[config.mk]
export PLATFORM = sky130hd
export DESIGN_NAME = fpsl_drive_avg
export DESIGN_NICKNAME = d
export VERILOG_FILES = /design/src/rtl/fpsl_pkg.sv /design/src/rtl/fpsl_drive_avg.sv
export SDC_FILE = /design/constraint.sdc
export NUM_CORES = 1
export LEC_CHECK = 0
export ABC_AREA = 1
export BUFFER_PORTS_ARGS = -buffer_cell sky130_fd_sc_hd__clkbuf_2
export CAP_MARGIN = 20
export CORE_MARGIN = 10
export CORE_UTILIZATION = 50
export DETAILED_ROUTE_END_ITERATION = 10
export PLACE_DENSITY = 0.74
export RECOVER_POWER = 100
export SYNTH_ARGS = -nofsm -noshare
export SYNTH_HDL_FRONTEND = slang
export SYNTH_SLANG_ARGS = --single-unit
[constraint.sdc]
create_clock -name clk -period 3.3 [get_ports clk]
set_input_delay 0.165 -clock clk [delete_from_list [all_inputs] [get_ports clk]]
set_output_delay 0.165 -clock clk [all_outputs]
set_load 0.05 [all_outputs]
[src/rtl/fpsl_pkg.sv]
// Package for the filtered PID speed loop: field widths, ring depths,
// fixed-point constants, register map and shared structs.
// No dependencies.
package fpsl_pkg;

    localparam int SPEED_W = 16;
    localparam int DRIVE_W = 16;
    localparam int ERR_W   = 17;
    localparam int DIF_W   = 18;
    localparam int ACC_W   = 32;
    localparam int GAIN_W  = 32;
    localparam int LIMIT_W = 31;

    // Ring depths of the two moving averages; each must be a power of two.
    localparam int IN_AVG_DEPTH  = 8;
    localparam int OUT_AVG_DEPTH = 8;
    localparam int IN_SHIFT      = $clog2(IN_AVG_DEPTH);
    localparam int OUT_SHIFT     = $clog2(OUT_AVG_DEPTH);
    localparam int IN_SLOT_W     = (IN_AVG_DEPTH > 1) ? $clog2(IN_AVG_DEPTH) : 1;
    localparam int OUT_SLOT_W    = (OUT_AVG_DEPTH > 1) ? $clog2(OUT_AVG_DEPTH) : 1;
    localparam int IN_TOT_W      = SPEED_W + IN_SLOT_W;
    localparam int OUT_TOT_W     = DRIVE_W + OUT_SLOT_W;

    // Product and sum widths.
    localparam int PPROD_W = GAIN_W + 1 + ERR_W;
    localparam int IPROD_W = GAIN_W + 1 + ACC_W;
    localparam int DPROD_W = GAIN_W + 1 + DIF_W;
    localparam int PCLAMP_W = 30;
    localparam int ICLAMP_W = 54;
    localparam int SUM_W    = 56;
    localparam int ROUND_W  = 31;

    localparam longint ONE_Q28   = 64'sd268435456;
    localparam longint ITERM_CAP = 64'sd4503599627370496;
    localparam longint Q15_MAX   = 64'sd32767;
    localparam int     Q15_SHIFT = 13;

    localparam logic [31:0] PROP_GAIN_RESET   = 32'd1881714;
    localparam logic [31:0] INTEG_GAIN_RESET  = 32'd6714;
    localparam logic [31:0] DERIV_GAIN_RESET  = 32'd4029411;
    localparam logic [30:0] INTEG_LIMIT_RESET = 31'd39984;

    localparam int APB_ADDR_W = 4;
    localparam int APB_DATA_W = 32;
    localparam int PIPE_DEPTH = 6;

    typedef enum logic [1:0] {
        REG_PROP_GAIN   = 2'd0,
        REG_INTEG_GAIN  = 2'd1,
        REG_DERIV_GAIN  = 2'd2,
        REG_INTEG_LIMIT = 2'd3
    } reg_idx_t;

    typedef struct packed {
        logic [GAIN_W-1:0]  prop_gain;
        logic [GAIN_W-1:0]  integ_gain;
        logic [GAIN_W-1:0]  deriv_gain;
        logic [LIMIT_W-1:0] integ_limit;
    } cfg_t;

    typedef struct packed {
        logic err_load;
        logic prod_load;
        logic q15_load;
    } pid_ctl_t;

endpackage

[src/rtl/fpsl_drive_avg.sv]
// Moving average of the Q1.15 drive and the result register of the loop.
// Depends on fpsl_pkg.
module fpsl_drive_avg (
    input  logic                                clk,
    input  logic                                rst_n,
    input  logic                                load,
    input  logic signed [fpsl_pkg::DRIVE_W-1:0] q15,
    input  logic signed [fpsl_pkg::SPEED_W-1:0] fspeed,
    input  logic                                run,
    output logic signed [fpsl_pkg::DRIVE_W-1:0] motor_drive,
    output logic signed [fpsl_pkg::SPEED_W-1:0] filtered_speed
);

    logic signed [fpsl_pkg::DRIVE_W-1:0]   window_reg [fpsl_pkg::OUT_AVG_DEPTH];
    logic [fpsl_pkg::OUT_SLOT_W-1:0]       slot_reg;
    logic [fpsl_pkg::OUT_SLOT_W-1:0]       slot_next;
    logic signed [fpsl_pkg::OUT_TOT_W-1:0] total_reg;
    logic signed [fpsl_pkg::OUT_TOT_W-1:0] total_next;
    logic signed [fpsl_pkg::DRIVE_W-1:0]   drive_reg;
    logic signed [fpsl_pkg::SPEED_W-1:0]   fspeed_reg;

    assign total_next = total_reg + fpsl_pkg::OUT_TOT_W'(q15)
                        - fpsl_pkg::OUT_TOT_W'(window_reg[slot_reg]);
    assign slot_next  = (slot_reg == fpsl_pkg::OUT_SLOT_W'(fpsl_pkg::OUT_AVG_DEPTH - 1))
                        ? '0 : slot_reg + fpsl_pkg::OUT_SLOT_W'(1);

    always_ff @(posedge clk or negedge rst_n)
    begin
        if (!rst_n)
        begin
            for (int i = 0; i < fpsl_pkg::OUT_AVG_DEPTH; i++)
            begin
                window_reg[i] <= '0;
            end
            slot_reg  <= '0;
            total_reg <= '0;
        end
        else if (load && run)
        begin
            window_reg[slot_reg] <= q15;
            slot_reg             <= slot_next;
            total_reg            <= total_next;
        end
    end

    always_ff @(posedge clk)
    begin
        if (load)
        begin
            drive_reg  <= run ? $signed(total_next[fpsl_pkg::OUT_SHIFT +: fpsl_pkg::DRIVE_W])
                              : '0;
            fspeed_reg <= fspeed;
        end
    end

    assign motor_drive    = drive_reg;
    assign filtered_speed = fspeed_reg;

`ifndef NO_ASSERTIONS
    a_stop_zero_drive: assert property (@(posedge clk) disable iff (!rst_n)
        load && !run |=> drive_reg == '0 && $stable(total_reg))
        else $error("stopped transaction gave a drive or moved the drive ring");
`endif

endmodule

==> reports/results.ini <==
[die]
die_h_um=152.7
die_x_um=152.7
io_pins=68
start_util=0.5093
rows=48
core_area_sq_um=17300
dieArea_sq_um=23330

[synthesis]
synth_area_leaders=dfrtp_1, nand2_1, edfxtp_1, o21ai_0, fa_1
yosysTopAreaCell=dfrtp_1
synth_xor_area_frac=0.009942
ys_top_cells_by_count=nand2_1, dfrtp_1, o21ai_0, inv_1, nor2_1
synthDistinctLibCells=35
synth_compound_area_frac=0.1405
synth_simple_gate_area_frac=0.1760
synth_fp_nets=1049
synth-seq-cells=182
synth.area.mux_share=0
synth_fa_ha_area_frac=0.07215
synthCells=973
async_flop_share=0.8242
yosysWarnings=0
yosysMostFrequentCell=nand2_1
netlist_area_sq_um=8810
yosysTopAreaCellShare=0.4261
synth-seq-area-share=0.5352
synth_edf_count=32
synth_top_family_by_area=simple AND/OR/NAND/NOR gates
synth_ff_type=dfrtp_1
syn_area_per_cell_sq_um=9.054

[sta]
timing.final.crit_share=1.048
max_freq_ghz=0.2891
fin_ws_ns=-0.1591
worst_pin_slew_ns=2.491
finalMaxSlewViolations=130
clock_skew_ns=0.01173
rsz0062_at_grt=true
hold_viol_final=0
setup_viol=13
hold_ws_ns=0.03964
maxSlewHeadroom=-0.6607
fin_crit_ns=3.459

[placement]
place_ws_ns=-0.2319
post_dp_cell_area_sq_um=9799
hpwl_um=15350
port_buffers=67
place_congestion=0.9128

[route]
drt_wl_total_um=26620
vias=7838
drt_iter0_drc=833
antenna_left=0
first_pass_iters=5
drc=0
wire_per_inst_um=19.42
via_per_inst=5.717

[setup_path]
path_common_cell=nand2_1
cp_slowest_cell=fa_1
max_stage_delay_ns=0.50
worstPathRequired_ns=3.49
worst_setup_path_start_kind=flip-flop
worstPathArrival_ns=3.65
crit_path_end_kind=flip-flop
crit_path_cell_trace=buf_6 > nand2_1 > nor2_2 > buf_12 > nand2_1 > o21ai_1 > a221oi_2 > nand2_4 > fa_1 > inv_1 > ha_4 > a21oi_2 > o21ai_0 > a21oi_2 > nand3b_1 > nand2_1 > nor2_1
crit_type=reg2reg
crit_fanout=10

[final_layout]
final_core_util=0.6732
syn_to_final_growth_pct=32.18
fillers=1224
largest_reg_flops=128
finalNetCount=1209
antenna_cells=0
drive_gt1_frac=0.2714
finish.instance_area_sq_um=11640

[cts]
cts.sinks=182
root_buffer=clkbuf_16
cts_tree=built
cts_max_path_buffers=2
cts.clk_slew.worst_paths_ns=0.07
htree_num_levels=4
clkLatencyLatePin_ns=0.45
cts_made_buffers=17

[global_routing]
gr-total-overflow=0
groute.usage.overall=0.2020
grt_pass1_wl_um=38640
antenna_found_initial=0
grt_max_degree=97
grt_pass1_vias=7456

[outcome]
status=finished with violations
violations=max-capacitance violations, max-slew violations, negative setup slack

[run]
drv_cap=2

[hold_path]
worst_hold_path_type=in2reg

-- path summary, 6_finish.rpt --
kind	from	endpoint	slack, ns	cells past startpoint
setup / recovery	slot_reg[2]$_DFFE_PN0P_	motor_drive[13]$_SDFFCE_PN0P_	-0.16	17
hold / removal	q15[11]	window_reg[11]$_DFFE_PN0P_	0.04	3
setup reg to reg	slot_reg[2]$_DFFE_PN0P_	motor_drive[13]$_SDFFCE_PN0P_	-0.16	17
hold reg to reg	total_reg[15]$_DFFE_PN0P_	total_reg[15]$_DFFE_PN0P_	0.48	2
max in group asynchronous	rst_n	slot_reg[0]$_DFFE_PN0P_	0.66	2
min in group asynchronous	rst_n	window_reg[35]$_DFFE_PN0P_	1.03	2
-- stage by stage --
| stage | std cells | setup TNS, ns |
|---|---|---|
| 3_3_place_gp | 1293 | -1.766 |
| 3_5_place_dp | 1293 | -2.492 |
| 5_1_grt | 1371 | -3.779 |
| 6_report | 1371 | -1.204 |
| 2_1_floorplan | 973 | 0 |
| 4_1_cts | 1353 | -0.004138 |
-- area by class of cell --
type	instances	area (sq um)	share of cell area
sequential	182	4717	0.4051
clock inverter	12	141.4	0.01214
timing repair buffer	178	1326	0.1139
tap	225	281.5	0.02418
clock buffer	20	450.4	0.03868
multi-input combinational	650	4318	0.3708
inverter	104	410.4	0.03524
-- repair_timing --
| item | CTS | global route |
|---|---|---|
| hold endpoints to repair | 116 | 0 |
| pin swaps | 8 | 48 |
| hold buffers | 23 | 0 |
| gates cloned | 1 | 0 |
| setup buffers | 4 | 18 |
| endpoints found under the setup margin | 29 | 30 |
| resized for setup | 50 | 147 |
-- layout by cell type, fill, tap and decap left out, drive strengths merged --
cell / instances
a21oi: 34
a221oi: 18
a22o: 3
a22oi: 11
and2: 1
and3: 1
buf: 87
bufinv: 2
clkbuf: 88
clkinv: 9
clkinvlp: 3
dfrtp: 150
dlygate4sd3: 23
edfxtp: 32
fa: 18
ha: 22
inv: 102
nand2: 294
nand3: 23
nand3b: 7
nand4: 6
nor2: 47
nor4: 3
o211ai: 3
o21ai: 144
o22ai: 1
o2bb2ai: 4
xnor2: 5
xor2: 5
-- logic make-up after synthesis --
group | count (synthesis)
compound gates | 218
simple gates | 381
flops | 182
xor+xnor | 10
fa+ha+maj | 40
buf+inv | 142
-- worst max-delay path, delay by kind of cell (launching register included) --
family          cells  cell delay, ns
buf+inv             3            0.36
flops               1            0.48
fa+ha+maj           2            0.76
simple gates        7            0.62
compound gates      5            0.98
-- per-layer routing --
layer	track usage	share of wire	vias up	routed length (um)
li1	-	-	3524	-
met1	0.2560	0.39	3865	10460
met2	0.3352	0.51	374	13660
met3	0.03810	0.061	75	1621
met4	0.07584	0.033	0	883
met5	0	0	-	0
Power is not shown: default switching activity piles up to over one toggle a cycle in this logic, so the estimate is an artifact.
