**src/rtl/fpsl_pkg.sv**
```systemverilog
// Package for the filtered PID speed loop: field widths, ring depths,
// fixed-point constants, register map and shared structs.
// No dependencies.
package fpsl_pkg;

    localparam int SPEED_W = 16;
    localparam int DRIVE_W = 16;
    localparam int ERR_W   = 17;
    localparam int DIF_W   = 18;
    localparam int ACC_W   = 32;
    localparam int GAIN_W  = 32;
    localparam int LIMIT_W = 31;

    // Ring depths of the two moving averages; each must be a power of two.
    localparam int IN_AVG_DEPTH  = 8;
    localparam int OUT_AVG_DEPTH = 8;
    localparam int IN_SHIFT      = $clog2(IN_AVG_DEPTH);
    localparam int OUT_SHIFT     = $clog2(OUT_AVG_DEPTH);
    localparam int IN_SLOT_W     = (IN_AVG_DEPTH > 1) ? $clog2(IN_AVG_DEPTH) : 1;
    localparam int OUT_SLOT_W    = (OUT_AVG_DEPTH > 1) ? $clog2(OUT_AVG_DEPTH) : 1;
    localparam int IN_TOT_W      = SPEED_W + IN_SLOT_W;
    localparam int OUT_TOT_W     = DRIVE_W + OUT_SLOT_W;

    // Product and sum widths.
    localparam int PPROD_W = GAIN_W + 1 + ERR_W;
    localparam int IPROD_W = GAIN_W + 1 + ACC_W;
    localparam int DPROD_W = GAIN_W + 1 + DIF_W;
    localparam int PCLAMP_W = 30;
    localparam int ICLAMP_W = 54;
    localparam int SUM_W    = 56;
    localparam int ROUND_W  = 31;

    localparam longint ONE_Q28   = 64'sd268435456;
    localparam longint ITERM_CAP = 64'sd4503599627370496;
    localparam longint Q15_MAX   = 64'sd32767;
    localparam int     Q15_SHIFT = 13;

    localparam logic [31:0] PROP_GAIN_RESET   = 32'd1881714;
    localparam logic [31:0] INTEG_GAIN_RESET  = 32'd6714;
    localparam logic [31:0] DERIV_GAIN_RESET  = 32'd4029411;
    localparam logic [30:0] INTEG_LIMIT_RESET = 31'd39984;

    localparam int APB_ADDR_W = 4;
    localparam int APB_DATA_W = 32;
    localparam int PIPE_DEPTH = 6;

    typedef enum logic [1:0] {
        REG_PROP_GAIN   = 2'd0,
        REG_INTEG_GAIN  = 2'd1,
        REG_DERIV_GAIN  = 2'd2,
        REG_INTEG_LIMIT = 2'd3
    } reg_idx_t;

    typedef struct packed {
        logic [GAIN_W-1:0]  prop_gain;
        logic [GAIN_W-1:0]  integ_gain;
        logic [GAIN_W-1:0]  deriv_gain;
        logic [LIMIT_W-1:0] integ_limit;
    } cfg_t;

    typedef struct packed {
        logic err_load;
        logic prod_load;
        logic q15_load;
    } pid_ctl_t;

endpackage

```
**src/rtl/fpsl_speed_avg.sv**
```systemverilog
// Moving average of the measured speed over a ring with a running sum.
// Depends on fpsl_pkg.
module fpsl_speed_avg (
    input  logic                                clk,
    input  logic                                rst_n,
    input  logic                                load,
    input  logic signed [fpsl_pkg::SPEED_W-1:0] measured_speed,
    input  logic signed [fpsl_pkg::SPEED_W-1:0] target_speed,
    input  logic                                run,
    output logic signed [fpsl_pkg::SPEED_W-1:0] fspeed,
    output logic signed [fpsl_pkg::SPEED_W-1:0] target,
    output logic                                run_out
);

    logic signed [fpsl_pkg::SPEED_W-1:0]  window_reg [fpsl_pkg::IN_AVG_DEPTH];
    logic [fpsl_pkg::IN_SLOT_W-1:0]       slot_reg;
    logic [fpsl_pkg::IN_SLOT_W-1:0]       slot_next;
    logic signed [fpsl_pkg::IN_TOT_W-1:0] total_reg;
    logic signed [fpsl_pkg::IN_TOT_W-1:0] total_next;
    logic signed [fpsl_pkg::IN_TOT_W-1:0] total_sel;
    logic signed [fpsl_pkg::SPEED_W-1:0]  fspeed_reg;
    logic signed [fpsl_pkg::SPEED_W-1:0]  target_reg;
    logic                                 run_reg;

    assign total_next = total_reg + fpsl_pkg::IN_TOT_W'(measured_speed)
                        - fpsl_pkg::IN_TOT_W'(window_reg[slot_reg]);
    assign slot_next  = (slot_reg == fpsl_pkg::IN_SLOT_W'(fpsl_pkg::IN_AVG_DEPTH - 1))
                        ? '0 : slot_reg + fpsl_pkg::IN_SLOT_W'(1);
    // With the loop stopped the average is reported without adding the sample.
    assign total_sel  = run ? total_next : total_reg;

    always_ff @(posedge clk or negedge rst_n)
    begin
        if (!rst_n)
        begin
            for (int i = 0; i < fpsl_pkg::IN_AVG_DEPTH; i++)
            begin
                window_reg[i] <= '0;
            end
            slot_reg  <= '0;
            total_reg <= '0;
        end
        else if (load && run)
        begin
            window_reg[slot_reg] <= measured_speed;
            slot_reg             <= slot_next;
            total_reg            <= total_next;
        end
    end

    always_ff @(posedge clk)
    begin
        if (load)
        begin
            fspeed_reg <= $signed(total_sel[fpsl_pkg::IN_SHIFT +: fpsl_pkg::SPEED_W]);
            target_reg <= target_speed;
            run_reg    <= run;
        end
    end

    assign fspeed  = fspeed_reg;
    assign target  = target_reg;
    assign run_out = run_reg;

`ifndef NO_ASSERTIONS
    a_stopped_keeps_sum: assert property (@(posedge clk) disable iff (!rst_n)
        load && !run |=> $stable(total_reg) && $stable(slot_reg))
        else $error("speed ring changed on a stopped transaction");
`endif

endmodule

```
**config.mk**
```make
export PLATFORM = sky130hd
export DESIGN_NAME = fpsl_speed_avg
export DESIGN_NICKNAME = d
export VERILOG_FILES = /design/src/rtl/fpsl_pkg.sv /design/src/rtl/fpsl_speed_avg.sv
export SDC_FILE = /design/constraint.sdc
export NUM_CORES = 1
export LEC_CHECK = 0
export BUFFER_PORTS_ARGS = -buffer_cell sky130_fd_sc_hd__buf_4
export CAP_MARGIN = 25
export CORE_MARGIN = 2
export CORE_UTILIZATION = 60
export DETAILED_ROUTE_END_ITERATION = 6
export GPL_ROUTABILITY_DRIVEN = 0
export PLACE_DENSITY = 0.79
export SLEW_MARGIN = 10
export SYNTH_ARGS = -nofsm -noshare
export SYNTH_HDL_FRONTEND = slang
export SYNTH_SLANG_ARGS = --single-unit
```
**constraint.sdc**
```tcl
create_clock -name clk -period 9.13 [get_ports clk]
set_input_delay 1.826 -clock clk [delete_from_list [all_inputs] [get_ports clk]]
set_output_delay 1.826 -clock clk [all_outputs]
set_load 0.005 [all_outputs]
```
==> out/results.ini, run 1 <==
[flow_run]
max-cap-violations=0

[logic_synthesis]
synth_top_cells_by_count=150 x dfrtp_1, 112 x mux2_2, 85 x nand2_1, 62 x inv_1, 58 x o21ai_0
synth_fa_ha_area_share_pct=6.81
async_flop_share_pct=82.0
synth-seq-area-share_pct=50.8
ys_types=59
yosys.area_share.simple_pct=8.11
synthFlopType=dfrtp_1
yosysMostFrequentCell=dfrtp_1
netlist.area_leader.share_pct=40.2
synthCells=795
synth_xor_area_share_pct=1.50
synth_compound_area_share_pct=9.90
yosys-top-cells-area=dfrtp_1 40%, mux2_2 14%, edfxtp_1 11%, fa_1 3.9%, nand2_1 3.4%
synth_nets=871
synthMuxAreaShare_pct=18.4
yosysWarnings=0
synth_top_family_by_area=multiplexers
synth_top_area_cell=dfrtp_1
ys_ff_latch=183
avgSynthCellArea_um2=11.7
synth_area_um2=9330
synth-edff-count=33

[grt]
grt_max_degree=82
grt_first_pass_wirelength_um=35100
grt_overflow=0
grt_pass1_vias=6676
track_usage_pct=27.7
antenna_found_initial=0

[cts]
cts_made_buffers=17
clockBufferDepth=2
cts_tree=built
clkTransAtPathRegs_ns=0.07
postCtsSetupBuffers=0
cts.sinks=183
htreeDepth=4
cts-root-buf=clkbuf_16
clk-insertion-delay-late_ns=0.44
hold_buffers=0
cts_resized=0

[floorplanning]
rows=45
die-area_um2=16600
die_x_um=129
initial_core_util_pct=61.4
die_y_um=129
io_pins=69
core_area_um2=15200

[critical_path]
cp-end-kind=register
critPathLaunchType=register
crit_type=register to register
reg2regPathDepth=13
arrival_ns=5.05
critical_path.max_fanout=34
crit_required_ns=9.32

[timing]
worst_slew_pin_slew_ns=1.12
skew_ns=0.0102
fin_crit_sh_pct=53.2
rsz0062_at_grt=false
finalSetupTns_ns=0
finalHoldViolations=0
fmax_mhz=206
period_needed_ns=4.86
setup_viol=0
drv_slew=0
max_slew_margin_pct=25.5

[cells_and_area]
largest_reg_flops=128
final_cell_area_um2=10700
area_growth_syn_to_layout_pct=15.0
layout-drive-gt1-share_pct=29.0
diodes=0
final_nets=929
final_cells=1054

[drt]
routedWlPerCell_um=20.5
dr.pass1.iters=5
via_per_inst=6.23
drc=0
ant_nets=0
drt_iter0_drc=617
via_count=6566
drt_wl_total_um=21600

[worst_hold_path]
holdPathStages=2
min_path_type=register to register

[status]
outcome=complete, no violations

[placed_design]
dp_cells=1018
port-buffer-count=68
placed_area_um2=9990
dp_hpwl_um=14200

-- metal layers --
layer / vias up / global-route usage, % / share of wire, %
met5: - / 0 / 0
met2: 288 / 44.9 / 48
met4: 0 / 9.53 / 1.8
met1: 3329 / 37.8 / 43
met3: 32 / 5.41 / 6.3
li1: 2917 / - / -
-- per-stage QoR --
step,worst slack [ns],utilization (%),hold WS [ns]
after floorplan,4.73,-,0.444
after global placement,4.48,65.5,0.459
after detailed placement,4.39,65.7,0.474
after CTS,4.37,69.9,0.487
after global routing,4.03,70.6,0.511
final,4.27,70.6,0.484
-- layout by cell type, fill, tap and decap left out, types with 21 or more instances in the layout --
cell type / n
nand2_1: 85
inv_1: 62
dfrtp_1: 149
mux2_2: 112
edfxtp_1: 33
o21ai_0: 58
a21oi_1: 21
ha_1: 22
nor2_1: 30
buf_4: 75
-- worst paths after layout --
kind	start	end	slack [ns]
worst max-delay path	slot_reg[2]$_DFFE_PN0P_	fspeed[11]$_DFFE_PP_	4.27
worst min-delay path	window_reg[57]$_DFFE_PN0P_	window_reg[57]$_DFFE_PN0P_	0.48
worst max register to register	slot_reg[2]$_DFFE_PN0P_	fspeed[11]$_DFFE_PP_	4.27
worst min register to register	window_reg[57]$_DFFE_PN0P_	window_reg[57]$_DFFE_PN0P_	0.48
max in group asynchronous	rst_n	slot_reg[2]$_DFFE_PN0P_	6.58
min in group asynchronous	rst_n	window_reg[101]$_DFFE_PN0P_	1.38
-- kinds of logic (layout without fill, tap and decap cells) --
logic type | count (synthesis) | count (layout)
adder cells (fa/ha/maj) | 40 | 40
AND/OR/NAND/NOR | 168 | 168
AO/OA/AOI/OAI | 142 | 142
buffers and inverters | 104 | 175
XOR/XNOR | 16 | 16
multiplexers | 142 | 142
flip-flops | 183 | 183
-- critical path, cell delays in order (launching register included) --
cell	delay, ns
dfrtp_2	0.72
buf_4	0.50
nor2b_1	0.23
a221oi_1	0.36
a21oi_1	0.10
a311oi_1	0.42
fa_1	0.51
ha_1	0.41
or3b_1	0.41
nand4b_1	0.15
nand2_1	0.11
o21ai_2	0.27
xor2_1	0.13
mux2_2	0.28
-- layout make-up --
cell class	count	area, um^2
multi-input cells	508	4180
well taps	188	235
clock buffers	20	478
repair buffers	81	699
fillers	1060	4470
flip-flops and latches	183	4750
clock inverters	12	161
inverters	62	233
Power of run 1 is not shown: default switching activity piles up to over one toggle a cycle in this logic, so the estimate is an artifact.
==> inputs of run 2 (changes only) <==
clock period = 4.9 ns   (was 9.13 ns; I/O delays follow)
==> run 2 against run 1 <==
Net effect:
- utilization shrank 0.95 points
- register-to-register slack lost 3.9 ns
- non-clock buffer count grew 3
==> out/results.ini, run 2 (synthesis gave the netlist of run 1 again) <==
[grt]
antenna_found_initial=0
grt_first_pass_wirelength_um=34900
grt_overflow=0
grt_pass1_vias=6769
grt_max_degree=123
track_usage_pct=27.5

[drt]
routedWlPerCell_um=20.1
drt_iter0_drc=640
via_count=6513
drc=0
dr.pass1.iters=6
ant_nets=0
drt_wl_total_um=21200
via_per_inst=6.16

[placed_design]
dp_hpwl_um=14500
port-buffer-count=68
post-place-ws_ns=0.411
placed_area_um2=10000

[floorplanning]
core_area_um2=15200
io_pins=69
rows=45
die_y_um=129
die-area_um2=16600
initial_core_util_pct=61.4
die_x_um=129

[critical_path]
critical_path.max_fanout=26
r2r_slack_ns=0.34
crit_type=register to register
r2r-start=slot_reg[2]$_DFFE_PN0P_
critical_path.top_delay_family=compound AO/OA/AOI/OAI gates
slowest_delay_ns=0.77
arrival_ns=4.75
endpoint=fspeed[15]$_DFFE_PP_
r2r_end=fspeed[15]$_DFFE_PP_
cp-end-kind=register
cp_slowest_cell=dfrtp_2
critPathLaunchType=register
path_depth=16
crit_required_ns=5.09
reg2regPathDepth=16
crit_buf_inv=3
path_cells=buf_4 -> mux2i_1 -> nor2_1 -> a31oi_1 -> o221a_2 -> inv_1 -> fa_1 -> inv_1 -> ha_1 -> and3_1 -> a221o_1 -> a31o_1 -> a21oi_1 -> and3_1 -> o21ai_1 -> xnor2_1
crit_start=slot_reg[2]$_DFFE_PN0P_

[cells_and_area]
utilization_pct=69.6
final_cell_area_um2=10600
final_common_cell=dfrtp_1
seq_area_um2=4750
multi_input_area_um2=4170
largest_reg_flops=128
final_nets=932
fillers=1097
area_growth_syn_to_layout_pct=13.4
final_cell_mix=149 x dfrtp_1, 112 x mux2_2, 85 x nand2_1
layout-drive-gt1-share_pct=28.7
diodes=0

[cts]
cts_resized=0
hold_buffers=0
htreeDepth=4
cts_made_buffers=17
cts.sinks=183
clkTransAtPathRegs_ns=0.07
clockBufferDepth=2
cts_tree=built
postCtsSetupBuffers=0
cts-root-buf=clkbuf_16
clk-insertion-delay-late_ns=0.43

[timing]
setup_viol=0
max_slew_margin_pct=29.4
rsz0062_at_grt=false
fmax_mhz=219
skew_ns=0.0103
finalHoldViolations=0
worst_slew_pin_slew_ns=1.06
drv_slew=0
worst_slack_ns=0.339
finalSetupTns_ns=0
period_needed_ns=4.56
fin_crit_sh_pct=93.1

[flow_run]
max-cap-violations=0

[worst_hold_path]
min_path_type=primary input to asynchronous set/reset pin

[status]
outcome=complete, no violations

run 2: cell count changes in the layout (fill, tap and decap cells not counted), sizes merged:
| cell | delta |
|---|---|
| inv | -2 |
| clkinvlp | +3 |
| clkbuf | -2 |
| bufinv | -2 |
| clkinv | +3 |
| buf | +3 |
run 2: worst min-delay path by stage:
stage / from / to / slack, ns
floorplan: window_reg[10]$_DFFE_PN0P_ / window_reg[10]$_DFFE_PN0P_ / 0.44
global placement: window_reg[52]$_DFFE_PN0P_ / window_reg[52]$_DFFE_PN0P_ / 0.46
detailed placement: window_reg[116]$_DFFE_PN0P_ / window_reg[116]$_DFFE_PN0P_ / 0.47
CTS: window_reg[116]$_DFFE_PN0P_ / window_reg[116]$_DFFE_PN0P_ / 0.48
global route: rst_n / window_reg[37]$_DFFE_PN0P_ / 0.43
finish: rst_n / window_reg[37]$_DFFE_PN0P_ / 0.42
run 2: stage by stage:
stage	instances	hold WS, ns
floorplan	795	0.444
global placement	1023	0.457
detailed placement	1024	0.470
CTS	1056	0.484
global route	1057	0.432
finish	1057	0.416
run 2: worst register-to-register path, cell delays in order, from the launching register on:
cell and delay (ns):
dfrtp_2 0.77, buf_4 0.35, mux2i_1 0.23, nor2_1 0.07, a31oi_1 0.17, o221a_2 0.26
inv_1 0.11, fa_1 0.49, inv_1 0.05, ha_1 0.42, and3_1 0.25, a221o_1 0.35
a31o_1 0.19, a21oi_1 0.19, and3_1 0.21, o21ai_1 0.08, xnor2_1 0.14
run 2: layout make-up:
type,instances,share of cell area (%)
clock inverter,14,1.03
tap,188,2.22
timing repair buffer,84,6.25
clock buffer,18,4.06
multi-input combinational,508,39.4
inverter,62,2.20
sequential,183,44.8
run 2: layer usage:
metal	track usage, %	up-vias	share of wire [%]
met5	0	-	0
met4	10.7	0	2.4
met3	4.86	49	6.5
met2	46.1	271	49
met1	36.3	3271	42
li1	-	2922	-
Power of run 2 is left out for the same reason.
==> inputs of run 3 (changes only) <==
clock period = 4.8 ns   (was 4.9 ns; I/O delays follow)
==> run 3 against run 2 <==
Net effect:
- non-clock buffer count rose by 6
- sequential share of layout area shrank 0.50 points
- maximum frequency grew 1.8%
- register-to-register slack got worse by 0.02 ns
- routed wire length rose by 1.8%
- critical path type unchanged
- largest cell class unchanged
==> out/results.ini, run 3 (synthesis gave the netlist of run 1 again) <==
[status]
outcome=complete, no violations

[grt]
antenna_found_initial=0
grt_overflow=0
track_usage_pct=27.7
grt_pass1_vias=6771
grt_max_degree=86
grt_first_pass_wirelength_um=34900

[placed_design]
port-buffer-count=68
dp_hpwl_um=14800

[worst_hold_path]
worstHoldStart=window_reg[121]$_DFFE_PN0P_
min_path_type=register to register
worstHoldEndpoint=window_reg[121]$_DFFE_PN0P_
holdPathStages=2

[floorplanning]
die_y_um=129
die_x_um=129
initial_core_util_pct=61.4
io_pins=69
die-area_um2=16600
core_area_um2=15200
rows=45

[cts]
cts_made_buffers=17
clkTransAtPathRegs_ns=0.07
htreeDepth=4
cts_tree=built
clk-insertion-delay-late_ns=0.45
hold_buffers=0
cts-root-buf=clkbuf_16
clockBufferDepth=2
cts.sinks=183
cts_resized=0
postCtsSetupBuffers=0

[drt]
dr.pass1.iters=5
ant_nets=0
via_per_inst=6.14
drt_wl_total_um=21600
drc=0
routedWlPerCell_um=20.3
drt_iter0_drc=570
via_count=6529

[timing]
rsz0062_at_grt=false
finalSetupTns_ns=0
setup_viol=0
fin_crit_sh_pct=93.4
finalHoldViolations=0
drv_slew=0
worst_slew_pin_slew_ns=0.942
period_needed_ns=4.48
skew_ns=0.0140
max_slew_margin_pct=36.9
fmax_mhz=223

[cells_and_area]
largest_reg_flops=128
diodes=0
layout-drive-gt1-share_pct=29.6
area_growth_syn_to_layout_pct=14.7
final_cell_mix=149 x dfrtp_1, 112 x mux2_2, 87 x buf_4
final_common_cell=dfrtp_1
final_nets=938

[critical_path]
arrival_ns=4.67
r2r_slack_ns=0.32
cp-end-kind=register
r2r-start=slot_reg[2]$_DFFE_PN0P_
critPathLaunchType=register
critical_path.max_fanout=28
crit_required_ns=4.99
r2r_end=fspeed[15]$_DFFE_PP_
reg2regPathDepth=16
crit_type=register to register

[flow_run]
max-cap-violations=0

## run 3: layout make-up
| type | count | area, um^2 |
|---|---|---|
| Sequential cell | 183 | 4750 |
| Fill cell | 1022 | 4500 |
| Multi-Input combinational cell | 508 | 4170 |
| Timing Repair Buffer | 90 | 707 |
| Clock buffer | 19 | 443 |
| Tap cell | 188 | 235 |
| Inverter | 62 | 233 |
| Clock inverter | 13 | 170 |
## run 3: critical path, cell delays in order, from the launching register on
cell and delay [ns]:
dfrtp_2 0.80, nor2_1 0.32, nand2_1 0.17, o21ai_0 0.10, nand2_1 0.07, o221a_2 0.22, inv_1 0.11, fa_1 0.50
inv_1 0.05, ha_1 0.41, and3_1 0.25, a221o_1 0.36, a31o_1 0.20, a21oi_1 0.20, and3_1 0.21, o21ai_1 0.08
xnor2_1 0.15
## run 3: stage by stage
step	area, um^2	setup slack [ns]	hold slack (ns)	util, %	std cells
floorplan	9330	0.702	0.444	-	795
global placement	10000	0.561	0.457	66.1	1029
detailed placement	10000	0.401	0.471	66.1	1029
CTS	10700	0.364	0.486	70.1	1061
global route	10700	0.0838	0.506	70.4	1063
finish	10700	0.318	0.483	70.4	1063
## run 3: how the worst max path moves through the flow
stage / endpoint / from / slack [ns]
CTS: fspeed[15]$_DFFE_PP_ / slot_reg[2]$_DFFE_PN0P_ / 0.36
finish: fspeed[15]$_DFFE_PP_ / slot_reg[2]$_DFFE_PN0P_ / 0.32
global route: fspeed[15]$_DFFE_PP_ / slot_reg[2]$_DFFE_PN0P_ / 0.08
global placement: fspeed[12]$_DFFE_PP_ / slot_reg[2]$_DFFE_PN0P_ / 0.56
detailed placement: fspeed[15]$_DFFE_PP_ / slot_reg[2]$_DFFE_PN0P_ / 0.40
floorplan: fspeed[14]$_DFFE_PP_ / slot_reg[1]$_DFFE_PN0P_ / 0.70
## run 3: routing by layer
metal	global-route usage [%]	routed length, um
met3	4.53	1340
met2	45.8	10500
met5	0	0
met1	37.3	9230
met4	10.6	533
Power of run 3 is left out for the same reason.
