## src/rtl/fpsl_pkg.sv

```systemverilog
// Package for the filtered PID speed loop: field widths, ring depths,
// fixed-point constants, register map and shared structs.
// No dependencies.
package fpsl_pkg;

    localparam int SPEED_W = 16;
    localparam int DRIVE_W = 16;
    localparam int ERR_W   = 17;
    localparam int DIF_W   = 18;
    localparam int ACC_W   = 32;
    localparam int GAIN_W  = 32;
    localparam int LIMIT_W = 31;

    // Ring depths of the two moving averages; each must be a power of two.
    localparam int IN_AVG_DEPTH  = 8;
    localparam int OUT_AVG_DEPTH = 8;
    localparam int IN_SHIFT      = $clog2(IN_AVG_DEPTH);
    localparam int OUT_SHIFT     = $clog2(OUT_AVG_DEPTH);
    localparam int IN_SLOT_W     = (IN_AVG_DEPTH > 1) ? $clog2(IN_AVG_DEPTH) : 1;
    localparam int OUT_SLOT_W    = (OUT_AVG_DEPTH > 1) ? $clog2(OUT_AVG_DEPTH) : 1;
    localparam int IN_TOT_W      = SPEED_W + IN_SLOT_W;
    localparam int OUT_TOT_W     = DRIVE_W + OUT_SLOT_W;

    // Product and sum widths.
    localparam int PPROD_W = GAIN_W + 1 + ERR_W;
    localparam int IPROD_W = GAIN_W + 1 + ACC_W;
    localparam int DPROD_W = GAIN_W + 1 + DIF_W;
    localparam int PCLAMP_W = 30;
    localparam int ICLAMP_W = 54;
    localparam int SUM_W    = 56;
    localparam int ROUND_W  = 31;

    localparam longint ONE_Q28   = 64'sd268435456;
    localparam longint ITERM_CAP = 64'sd4503599627370496;
    localparam longint Q15_MAX   = 64'sd32767;
    localparam int     Q15_SHIFT = 13;

    localparam logic [31:0] PROP_GAIN_RESET   = 32'd1881714;
    localparam logic [31:0] INTEG_GAIN_RESET  = 32'd6714;
    localparam logic [31:0] DERIV_GAIN_RESET  = 32'd4029411;
    localparam logic [30:0] INTEG_LIMIT_RESET = 31'd39984;

    localparam int APB_ADDR_W = 4;
    localparam int APB_DATA_W = 32;
    localparam int PIPE_DEPTH = 6;

    typedef enum logic [1:0] {
        REG_PROP_GAIN   = 2'd0,
        REG_INTEG_GAIN  = 2'd1,
        REG_DERIV_GAIN  = 2'd2,
        REG_INTEG_LIMIT = 2'd3
    } reg_idx_t;

    typedef struct packed {
        logic [GAIN_W-1:0]  prop_gain;
        logic [GAIN_W-1:0]  integ_gain;
        logic [GAIN_W-1:0]  deriv_gain;
        logic [LIMIT_W-1:0] integ_limit;
    } cfg_t;

    typedef struct packed {
        logic err_load;
        logic prod_load;
        logic q15_load;
    } pid_ctl_t;

endpackage

```

## src/rtl/fpsl_regs.sv

```systemverilog
// APB-style configuration registers for the gains and the integral limit.
// Depends on fpsl_pkg.
module fpsl_regs (
    input  logic                            clk,
    input  logic                            rst_n,
    input  logic                            psel,
    input  logic                            penable,
    input  logic                            pwrite,
    input  logic [fpsl_pkg::APB_ADDR_W-1:0] paddr,
    input  logic [fpsl_pkg::APB_DATA_W-1:0] pwdata,
    output logic [fpsl_pkg::APB_DATA_W-1:0] prdata,
    output logic                            pready,
    output fpsl_pkg::cfg_t                  cfg
);

    fpsl_pkg::cfg_t     cfg_reg;
    fpsl_pkg::reg_idx_t idx;
    logic               wr_en;

    assign pready = 1'b1;
    assign idx    = fpsl_pkg::reg_idx_t'(paddr[3:2]);
    assign wr_en  = psel && penable && pwrite;
    assign cfg    = cfg_reg;

    always_ff @(posedge clk or negedge rst_n)
    begin
        if (!rst_n)
        begin
            cfg_reg.prop_gain   <= fpsl_pkg::PROP_GAIN_RESET;
            cfg_reg.integ_gain  <= fpsl_pkg::INTEG_GAIN_RESET;
            cfg_reg.deriv_gain  <= fpsl_pkg::DERIV_GAIN_RESET;
            cfg_reg.integ_limit <= fpsl_pkg::INTEG_LIMIT_RESET;
        end
        else if (wr_en)
        begin
            unique case (idx)
                fpsl_pkg::REG_PROP_GAIN:   cfg_reg.prop_gain   <= pwdata;
                fpsl_pkg::REG_INTEG_GAIN:  cfg_reg.integ_gain  <= pwdata;
                fpsl_pkg::REG_DERIV_GAIN:  cfg_reg.deriv_gain  <= pwdata;
                fpsl_pkg::REG_INTEG_LIMIT: cfg_reg.integ_limit <= pwdata[fpsl_pkg::LIMIT_W-1:0];
            endcase
        end
    end

    always_comb
    begin
        unique case (idx)
            fpsl_pkg::REG_PROP_GAIN:   prdata = cfg_reg.prop_gain;
            fpsl_pkg::REG_INTEG_GAIN:  prdata = cfg_reg.integ_gain;
            fpsl_pkg::REG_DERIV_GAIN:  prdata = cfg_reg.deriv_gain;
            fpsl_pkg::REG_INTEG_LIMIT: prdata = {1'b0, cfg_reg.integ_limit};
        endcase
    end

endmodule

```

## config.mk

```make
export PLATFORM = sky130hd
export DESIGN_NAME = fpsl_regs
export DESIGN_NICKNAME = d
export VERILOG_FILES = /design/src/rtl/fpsl_pkg.sv /design/src/rtl/fpsl_regs.sv
export SDC_FILE = /design/constraint.sdc
export NUM_CORES = 1
export LEC_CHECK = 0
export BUFFER_PORTS_ARGS = -buffer_cell sky130_fd_sc_hd__buf_2
export CAP_MARGIN = 20
export CORE_MARGIN = 2
export CORE_UTILIZATION = 54
export DETAILED_ROUTE_END_ITERATION = 16
export PLACE_DENSITY = 0.95
export SLEW_MARGIN = 10
export SYNTH_ARGS = -nofsm -noshare
export SYNTH_HDL_FRONTEND = slang
export SYNTH_SLANG_ARGS = --single-unit
```

## constraint.sdc

```tcl
create_clock -name clk -period 2.5 [get_ports clk]
set_input_delay 0.125 -clock clk [delete_from_list [all_inputs] [get_ports clk]]
set_output_delay 0.125 -clock clk [all_outputs]
set_load 0.01 [all_outputs]
```

==> results.json, run 1 <==
{
  "status": "completed",
  "antenna_cells": 0,
  "drv.max_cap_violation_count": 0,
  "finalSetupViolCount": 0,
  "drt_first_pass_iters": 4,
  "worst-path-buf-inv": 1,
  "final_weighted_congestion_of_routability_driven_global_placement": 0.7569,
  "timing.clock.skew_ps": 0,
  "area_delta_synth_final_pct": 37.00,
  "reg2reg_to": "cfg[123]",
  "worst_path_cell_chain": "mux4_2, buf_2",
  "timing.setup.critical_path_class": "register to output port",
  "synthDistinctLibCells": 20,
  "initial_antenna_violation_count": 0,
  "hold_violations": 0,
  "yosys_register_bits": 127,
  "wl_per_cell_um": 20.03,
  "cp_slowest_stage_delay_ps": 490,
  "die_area_sq_um": 11340,
  "finish.cell_count_without_fillers": 704,
  "tritoncts": "done",
  "yosysTopAreaCellShare": 0.3794,
  "placement.setup.worst_slack_ps": 684.8,
  "fin_util": 0.7560,
  "remaining_drc_errors": 0,
  "max_clock_freq_ghz": 0.5869,
  "path_delay_family": "multiplexers",
  "insertion_delay_ps": 510,
  "via_count_of_the_first_global_routing_pass": 4167,
  "final_nets": 596,
  "number_of_buffers_inserted_during_clock_tree_synthesis": 17,
  "layout.area.seq_sq_um": 3229,
  "placement.io_buffers": 197,
  "chipWidth_um": 106.5,
  "setup_total_negative_slack_ps": 0,
  "hpwl_um": 9145,
  "synth_common_cells": "sky130_fd_sc_hd__mux2_2, sky130_fd_sc_hd__dfrtp_1, sky130_fd_sc_hd__dfstp_2",
  "syn_area_per_cell_sq_um": 17.78,
  "io-pin-count": 201,
  "hp-class": "input pin to async pin",
  "worstMarginPinSlew_ps": 935.1,
  "synth-warning-count": 0,
  "largest_register_ff_count": 127,
  "synthesis.nets": 360,
  "cts.repair_timing.setup_buffer_count": 0,
  "detail_route.iter0.violations": 159,
  "yosys-top-cells-area": "sky130_fd_sc_hd__dfrtp_1, sky130_fd_sc_hd__dfstp_2, sky130_fd_sc_hd__mux2_2",
  "postSynth.asyncResetShare": 1.000,
  "numPlacedInstances": 639,
  "crit_required_ps": 2380,
  "grt_first_pass_wirelength_um": 22470,
  "clock_sink_count": 127,
  "synth_area_sq_um": 5672,
  "cts_max_path_buffers": 2,
  "slew_viol_final": 0,
  "dieHeight_um": 106.5,
  "p_leak_nw": 3.756,
  "worstPathArrival_ps": 1580,
  "num_rows": 37,
  "grt_max_degree": 66,
  "synth-main-ff-cell": "sky130_fd_sc_hd__dfrtp_1",
  "number_of_synthesized_flops_with_an_enable_pin": 0,
  "path_clk_slew_ps": 60,
  "ir_drop_mv": 0.4697,
  "post-synth-top-area-cell": "sky130_fd_sc_hd__dfrtp_1",
  "reg2regPathDepth": 1,
  "crit-reg2reg-launch": "cfg[123]",
  "final_antenna_violating_net_count": 0,
  "viasPerCell": 5.497,
  "post-route-period-util": 0.6816,
  "critPathSlowestCell": "sky130_fd_sc_hd__mux4_2",
  "finalWirelength_um": 14100,
  "initial_core_util": 0.5519,
  "ctsRootBufferMaster": "sky130_fd_sc_hd__clkbuf_8",
  "critical_path.endpoint_type": "output port",
  "critPathLaunchType": "register",
  "drive_gt1_frac": 0.7729,
  "final_period_minus_worst_setup_slack_ps": 1704,
  "vias": 3870,
  "synth_seq_area_share": 0.5694,
  "worst_max_slew_margin_expressed_relative_to_the_limit": 0.3766,
  "synthCells": 319,
  "powerDensity_nw_per_um2": 985.2,
  "global_route.usage.total": 0.2608,
  "worst-path-stages": 2,
  "area_used_by_multi_input_combinational_logic_sq_um": 2317,
  "core_area_sq_um": 10280,
  "unrepaired_setup_endpoints_after_global_routing": "no",
  "most_common_cell_in_the_synthesized_netlist": "sky130_fd_sc_hd__mux2_2",
  "ctsHtreeMaxLevel": 4,
  "worst-r2r-setup-slack_ps": 1690,
  "critical_path.max_fanout": 3,
  "num-fill-cells": 605,
  "globalRouteOverflowTotal": 0,
  "final_critical_path_setup_slack_ps": 796.1
}
==> cell type report <==
cell class	count	share of cell area
clock buffers	18	0.05507
repair buffers	240	0.1810
clock inverters	14	0.02770
multi-input cells	168	0.2982
well taps	136	0.02190
inverters	1	0.0004831
flip-flops and latches	127	0.4156
==> cells by family (layout without fill, tap and decap cells) <==
kind of cell,count (synthesis),in the layout,share of synthesized area
AO/OA/AOI/OAI,1,1,0.0008816
buffers and inverters,24,273,0.02471
flip-flops,127,127,0.5694
multiplexers,159,159,0.3969
other,1,1,0.0006612
AND/OR/NAND/NOR,7,7,0.007502
==> cell usage in the layout (no fill, tap or decap) <==
master                          synthesis  final
sky130_fd_sc_hd__buf_2                 13    196
sky130_fd_sc_hd__mux2_2                93     93
sky130_fd_sc_hd__dfrtp_1               86     86
sky130_fd_sc_hd__dfstp_2               41     41
sky130_fd_sc_hd__dlygate4sd3_1          0     33
sky130_fd_sc_hd__mux4_2                31     31
sky130_fd_sc_hd__mux2_4                30     30
sky130_fd_sc_hd__clkbuf_16              0     16
sky130_fd_sc_hd__buf_4                  3     10
sky130_fd_sc_hd__bufinv_16              0      5
sky130_fd_sc_hd__mux2_1                 4      4
sky130_fd_sc_hd__clkinv_4               0      4
sky130_fd_sc_hd__clkinv_2               0      3
sky130_fd_sc_hd__nand3_1                2      2
sky130_fd_sc_hd__clkbuf_8               0      2
sky130_fd_sc_hd__clkinvlp_4             0      2
sky130_fd_sc_hd__mux2i_1                1      1
sky130_fd_sc_hd__inv_2                  1      1
sky130_fd_sc_hd__o21ai_0                1      1
sky130_fd_sc_hd__nor3_4                 0      1
sky130_fd_sc_hd__or3_2                  0      1
sky130_fd_sc_hd__nand4_1                1      1
sky130_fd_sc_hd__nor2_4                 0      1
sky130_fd_sc_hd__or2_2                  0      1
sky130_fd_sc_hd__conb_1                 1      1
sky130_fd_sc_hd__buf_12                 0      1
==> how the worst max path moves through the flow <==
| stage | start | end | slack [ps] |
|---|---|---|---|
| final | cfg[2] | prdata[2] | 800 |
| after global routing | cfg[2] | prdata[2] | 760 |
| after CTS | cfg[8] | prdata[8] | 790 |
| after detailed placement | paddr[3] | cfg[70] | 680 |
| after global placement | paddr[3] | cfg[73] | 710 |
| after floorplan | paddr[2] | cfg[65] | 1160 |
==> repair_timing <==
action / 4_1_cts / 5_1_grt
hold buffers: 33 / 0
resized for setup: 0 / 0
endpoints found under the hold margin: 195 / 0
setup endpoints to repair: 0 / 0
==> metal layers <==
layer / global-route usage / wire length, um / vias to the layer above
met3: 0.05702 / 689 / 13
met4: 0.09926 / 186 / 0
li1: - / - / 1673
met1: 0.3275 / 5749 / 2042
met5: 0 / 0 / -
met2: 0.4451 / 7474 / 142
==> power by group <==
part / total [W] / internal (W) / switching (W)
Combinational: 0.00198 / 0.00109 / 0.000881
Sequential: 0.00304 / 0.00266 / 0.000384
Clock: 0.00264 / 0.00175 / 0.000895
Total: 0.00766 / 0.00549 / 0.00216
==> metrics by stage <==
stage | cell area [sq um] | total power, W | hold slack [ps]
floorplan | 5672 | 0.004071 | -170.6
global placement | 6797 | 0.004869 | 74.07
detailed placement | 6797 | 0.004987 | 93.41
CTS | 7770 | 0.007697 | 112.9
global route | 7770 | 0.008003 | 128.5
finish | 7770 | 0.007655 | 123.2
No activity file was read; power rests on OpenSTA's default activity.
==> run 2, diff against run 1 <==
- CORE_UTILIZATION: 54 -> 50
- PLACE_DENSITY: 0.95 -> 0.89
- clock period: 2.5 -> 1.6 ns (I/O delays scaled with it)
==> results.json, run 2 (synthesized netlist as in run 1, its figures left out) <==
{
  "ctsHtreeMaxLevel": 4,
  "slew_viol_final": 0,
  "critical_path.startpoint": "cfg[71]",
  "fin_util": 0.7125,
  "initial_core_util": 0.5186,
  "wl_per_cell_um": 20.18,
  "max_clock_freq_ghz": 0.6472,
  "antenna_cells": 0,
  "critPathSlowestCell": "sky130_fd_sc_hd__mux4_2",
  "cts_max_path_buffers": 2,
  "worst_max_slew_margin_expressed_relative_to_the_limit": 0.6577,
  "finish.cell_count_without_fillers": 708,
  "clock_sink_count": 127,
  "final_period_minus_worst_setup_slack_ps": 1545,
  "crit-reg2reg-launch": "cfg[0]",
  "reg2regPathDepth": 1,
  "critPathLaunchType": "register",
  "vias": 3831,
  "io-pin-count": 201,
  "finalSetupViolCount": 0,
  "number_of_buffers_inserted_during_clock_tree_synthesis": 17,
  "core_area_sq_um": 10940,
  "unrepaired_setup_endpoints_after_global_routing": "no",
  "num_rows": 38,
  "powerDensity_nw_per_um2": 1493,
  "finalInstanceArea_sq_um": 7791,
  "most-common-layout-cells": "sky130_fd_sc_hd__buf_2, sky130_fd_sc_hd__mux2_2, sky130_fd_sc_hd__dfrtp_1, sky130_fd_sc_hd__dfstp_2, sky130_fd_sc_hd__dlygate4sd3_1",
  "largest_register_ff_count": 127,
  "worstPathArrival_ps": 1470,
  "timing.critical_path.to": "prdata[8]",
  "drv.max_cap_violation_count": 0,
  "layout_commonest_cell": "sky130_fd_sc_hd__buf_2",
  "post-route-period-util": 0.9657,
  "area_delta_synth_final_pct": 37.37,
  "critical_path.max_fanout": 3,
  "worst-r2r-setup-slack_ps": 770,
  "remaining_drc_errors": 0,
  "finalWirelength_um": 14290,
  "cp_slowest_stage_delay_ps": 490,
  "critical_path.endpoint_type": "output port",
  "ctsRootBufferMaster": "sky130_fd_sc_hd__clkbuf_16",
  "hp-class": "input pin to async pin",
  "final_weighted_congestion_of_routability_driven_global_placement": 0.7456,
  "detail_route.iter0.violations": 189,
  "worst_path_cell_chain": "mux4_2, buf_2",
  "reg2reg_to": "cfg[0]",
  "global_route.usage.total": 0.2401,
  "drt_first_pass_iters": 5,
  "chipWidth_um": 110.5,
  "holdBufCountCts": 33,
  "num-fill-cells": 711,
  "hold_violations": 0,
  "grt_first_pass_wirelength_um": 23170,
  "drive_gt1_frac": 0.7711,
  "status": "completed",
  "crit_required_ps": 1520,
  "via_count_of_the_first_global_routing_pass": 4312,
  "timing.clock.skew_ps": 0,
  "hpwl_um": 9138,
  "initial_antenna_violation_count": 0,
  "cts-resized-gates": 0,
  "cts.repair_timing.setup_buffer_count": 0,
  "timing.setup.critical_path_class": "register to output port",
  "die_area_sq_um": 12210,
  "grt_max_degree": 62,
  "numPlacedInstances": 643,
  "globalRouteOverflowTotal": 0,
  "tritoncts": "done",
  "final_antenna_violating_net_count": 0,
  "dieHeight_um": 110.5,
  "p_leak_nw": 3.738,
  "worstMarginPinSlew_ps": 513.5,
  "viasPerCell": 5.411,
  "ir_drop_mv": 0.8007,
  "insertion_delay_ps": 390,
  "placement.io_buffers": 197,
  "final_nets": 596,
  "postPlaceCellArea_sq_um": 6877,
  "setup_total_negative_slack_ps": 0,
  "path_clk_slew_ps": 60
}
[run 2: changes by cell type in the layout (fill, tap and decap cells not counted)]
cell                         delta
sky130_fd_sc_hd__buf_12         +6
sky130_fd_sc_hd__buf_4          -6
sky130_fd_sc_hd__clkinvlp_4     +4
sky130_fd_sc_hd__bufinv_16      -3
sky130_fd_sc_hd__clkbuf_1       +1
sky130_fd_sc_hd__clkbuf_16      +1
sky130_fd_sc_hd__clkbuf_8       -1
sky130_fd_sc_hd__clkinv_2       -1
sky130_fd_sc_hd__clkinv_4       -1
[run 2: where the power goes]
group	internal [W]	switching, W
logic	0.00172	0.00137
registers	0.00415	0.000621
clock network	0.00233	0.00143
[run 2: critical path, delay by kind of cell, from the launching register on]
kind / cells / cell delay [ps]
buffers and inverters: 1 / 160
flip-flops: 1 / 420
multiplexers: 1 / 490
[run 2: worst min-delay path by stage]
| stage | cells past startpoint | end | start | slack, ps |
|---|---|---|---|---|
| finish | 3 | cfg[9] | rst_n | 240 |
| global route | 3 | cfg[7] | rst_n | 270 |
| CTS | 3 | cfg[73] | rst_n | 240 |
| detailed placement | 2 | cfg[9] | rst_n | 130 |
| global placement | 2 | cfg[7] | rst_n | 120 |
| floorplan | 0 | cfg[0] | rst_n | -220 |
[run 2: through the flow]
stage / hold slack (ps) / worst slack, ps / total power [W]
detailed placement: 130.6 / 124.4 / 0.007823
CTS: 242.2 / 33.45 / 0.01167
global placement: 119.2 / 168.6 / 0.007636
global route: 269.6 / 11.34 / 0.01215
finish: 235.1 / 54.93 / 0.01163
floorplan: -215.6 / 302.3 / 0.006362
[run 2: area by class of cell]
type                       count  area [sq um]  area share
clock inverter                13         141.4     0.01815
timing repair buffer         240          1481      0.1901
clock buffer                  19         442.9     0.05685
sequential                   127          3229      0.4145
multi-input combinational    168          2317      0.2974
inverter                       1         3.754   0.0004818
tap                          140         175.2     0.02248
[run 2: per-layer routing]
metal	wire, um	global-route usage
met5	0	0
met4	227	0.08917
met3	695	0.05543
met2	7613	0.4127
met1	5753	0.2974
==> run 3, diff against run 2 <==
- GPL_TIMING_DRIVEN: not set -> 0
- PLACE_DENSITY: 0.89 -> not set
- PLACE_DENSITY_LB_ADDON: not set -> 0.05
==> results.json, run 3 (synthesized netlist as in run 1, its figures left out) <==
{
  "status": "completed",
  "hp-class": "input pin to register",
  "detail_route.iter0.violations": 148,
  "crit_required_ps": 1520,
  "worstPathArrival_ps": 1450,
  "holdWs_ps": 187.7,
  "core_area_sq_um": 10940,
  "worst_max_slew_margin_expressed_relative_to_the_limit": 0.5057,
  "antenna_cells": 0,
  "final_nets": 608,
  "clock_sink_count": 127,
  "most-common-layout-cells": "sky130_fd_sc_hd__buf_2, sky130_fd_sc_hd__mux2_2, sky130_fd_sc_hd__dfrtp_1, sky130_fd_sc_hd__dfstp_2, sky130_fd_sc_hd__dlygate4sd3_1",
  "critPathLaunchType": "register",
  "insertion_delay_ps": 400,
  "drt_first_pass_iters": 5,
  "globalRouteOverflowTotal": 0,
  "hold_path_startpoint": "paddr[3]",
  "critPathSlowestCell": "sky130_fd_sc_hd__mux4_2",
  "ctsHtreeMaxLevel": 4,
  "timing.clock.skew_ps": 0,
  "cts.repair_timing.setup_buffer_count": 0,
  "hold_violations": 0,
  "max_clock_freq_ghz": 0.6547,
  "worst-path-buf-inv": 1,
  "crit-reg2reg-launch": "cfg[7]",
  "initial_antenna_violation_count": 0,
  "reg2reg_to": "cfg[7]",
  "global_route.usage.total": 0.2319,
  "finalWirelength_um": 13810,
  "path_clk_slew_ps": 50,
  "io-pin-count": 201,
  "grt_max_degree": 66,
  "layout_commonest_cell": "sky130_fd_sc_hd__buf_2",
  "timing.setup.critical_path_class": "register to output port",
  "vias": 3830,
  "ctsRootBufferMaster": "sky130_fd_sc_hd__clkbuf_16",
  "finalSetupViolCount": 0,
  "wl_per_cell_um": 19.18,
  "ir_drop_mv": 0.9735,
  "num-fill-cells": 748,
  "unrepaired_setup_endpoints_after_global_routing": "no",
  "worstMarginPinSlew_ps": 741.5,
  "p_leak_nw": 3.783,
  "dieHeight_um": 110.5,
  "final_period_minus_worst_setup_slack_ps": 1527,
  "post-route-period-util": 0.9547,
  "area_used_by_multi_input_combinational_logic_sq_um": 2302,
  "worst-r2r-setup-slack_ps": 760,
  "final_antenna_violating_net_count": 0,
  "cts-resized-gates": 0,
  "largest_register_ff_count": 127,
  "setup_total_negative_slack_ps": 0,
  "worst_path_cell_chain": "mux4_2, buf_2",
  "drive_gt1_frac": 0.7569,
  "tritoncts": "done",
  "path_delay_family": "multiplexers",
  "grt_first_pass_wirelength_um": 22080,
  "critical_path.startpoint": "cfg[0]",
  "reg2regPathDepth": 1,
  "die_area_sq_um": 12210,
  "powerDensity_nw_per_um2": 1501,
  "viasPerCell": 5.319,
  "cts_max_path_buffers": 2,
  "number_of_buffers_inserted_during_clock_tree_synthesis": 17,
  "critical_path.endpoint_type": "output port",
  "hpwl_um": 9350,
  "drv.max_cap_violation_count": 0,
  "critical_path.max_fanout": 3,
  "via_count_of_the_first_global_routing_pass": 4022,
  "area_delta_synth_final_pct": 37.37,
  "chipWidth_um": 110.5,
  "remaining_drc_errors": 0,
  "num_rows": 38,
  "worst-path-stages": 2,
  "cp_slowest_stage_delay_ps": 490,
  "placement.io_buffers": 195,
  "initial_core_util": 0.5186,
  "final_weighted_congestion_of_routability_driven_global_placement": 0.7630,
  "slew_viol_final": 0,
  "layout.area.seq_sq_um": 3229,
  "timing.critical_path.to": "prdata[0]"
}
==> run 3: cell types whose count changed in the layout (fill, tap and decap cells not counted), moves of 3 or more <==
cell / before / now
sky130_fd_sc_hd__buf_12: 7 / 0
sky130_fd_sc_hd__clkbuf_1: 1 / 9
sky130_fd_sc_hd__buf_6: 0 / 4
sky130_fd_sc_hd__clkinv_4: 3 / 0
sky130_fd_sc_hd__clkinvlp_4: 6 / 0
sky130_fd_sc_hd__clkbuf_8: 1 / 4
sky130_fd_sc_hd__buf_2: 196 / 207
==> run 3: layer usage <==
| layer | global-route usage | vias up | wire [um] |
|---|---|---|---|
| met5 | 0 | - | 0 |
| met4 | 0.07583 | 0 | 179 |
| met3 | 0.06037 | 16 | 692 |
| met2 | 0.3742 | 139 | 6851 |
| met1 | 0.3091 | 1987 | 6085 |
| li1 | - | 1688 | - |
==> run 3: where the power goes <==
group	total (W)	switching, W	internal [W]
clock network	0.00392	0.00131	0.00261
logic	0.00302	0.00131	0.00171
registers	0.00475	0.000601	0.00415
total	0.0117	0.00322	0.00847
==> run 3: worst min-delay path by stage <==
stage	to	slack, ps	depth (start not counted)
6_report	cfg[116]	190	3
5_1_grt	cfg[116]	190	3
4_1_cts	cfg[116]	180	3
3_5_place_dp	cfg[78]	100	1
3_3_place_gp	cfg[122]	340	2
2_1_floorplan	cfg[0]	-220	0
==> run 3: final cells by class <==
type / instances / area share
sequential: 127 / 0.4145
multi-input combinational: 168 / 0.2955
timing repair buffer: 229 / 0.1720
clock buffer: 26 / 0.06408
tap: 140 / 0.02248
buffer: 23 / 0.01750
clock inverter: 6 / 0.01349
inverter: 1 / 0.0004818
==> run 3: metrics by stage <==
stage / area (sq um) / power [W] / std cells / setup WS, ps / util
CTS: 7791 / 0.01179 / 720 / 48.25 / 0.7125
global route: 7791 / 0.01224 / 720 / 40.15 / 0.7125
global placement: 6823 / 0.007662 / 654 / -1141 / 0.6239
finish: 7791 / 0.01169 / 720 / 72.53 / 0.7125
detailed placement: 6857 / 0.007769 / 655 / -4.945 / 0.6270
floorplan: 5672 / 0.006362 / 319 / 302.3 / -
==> run 3: tightest hold or removal path, delay by kind of cell <==
kind | cells | cell delay (ps)
multiplexers | 1 | 220
buffers and inverters | 1 | 160
AND/OR/NAND/NOR | 1 | 100
==> run 3: what timing repair did <==
item	in CTS	in global routing
setup endpoints to repair	0	0
hold endpoints to repair	164	0
hold buffers	33	0
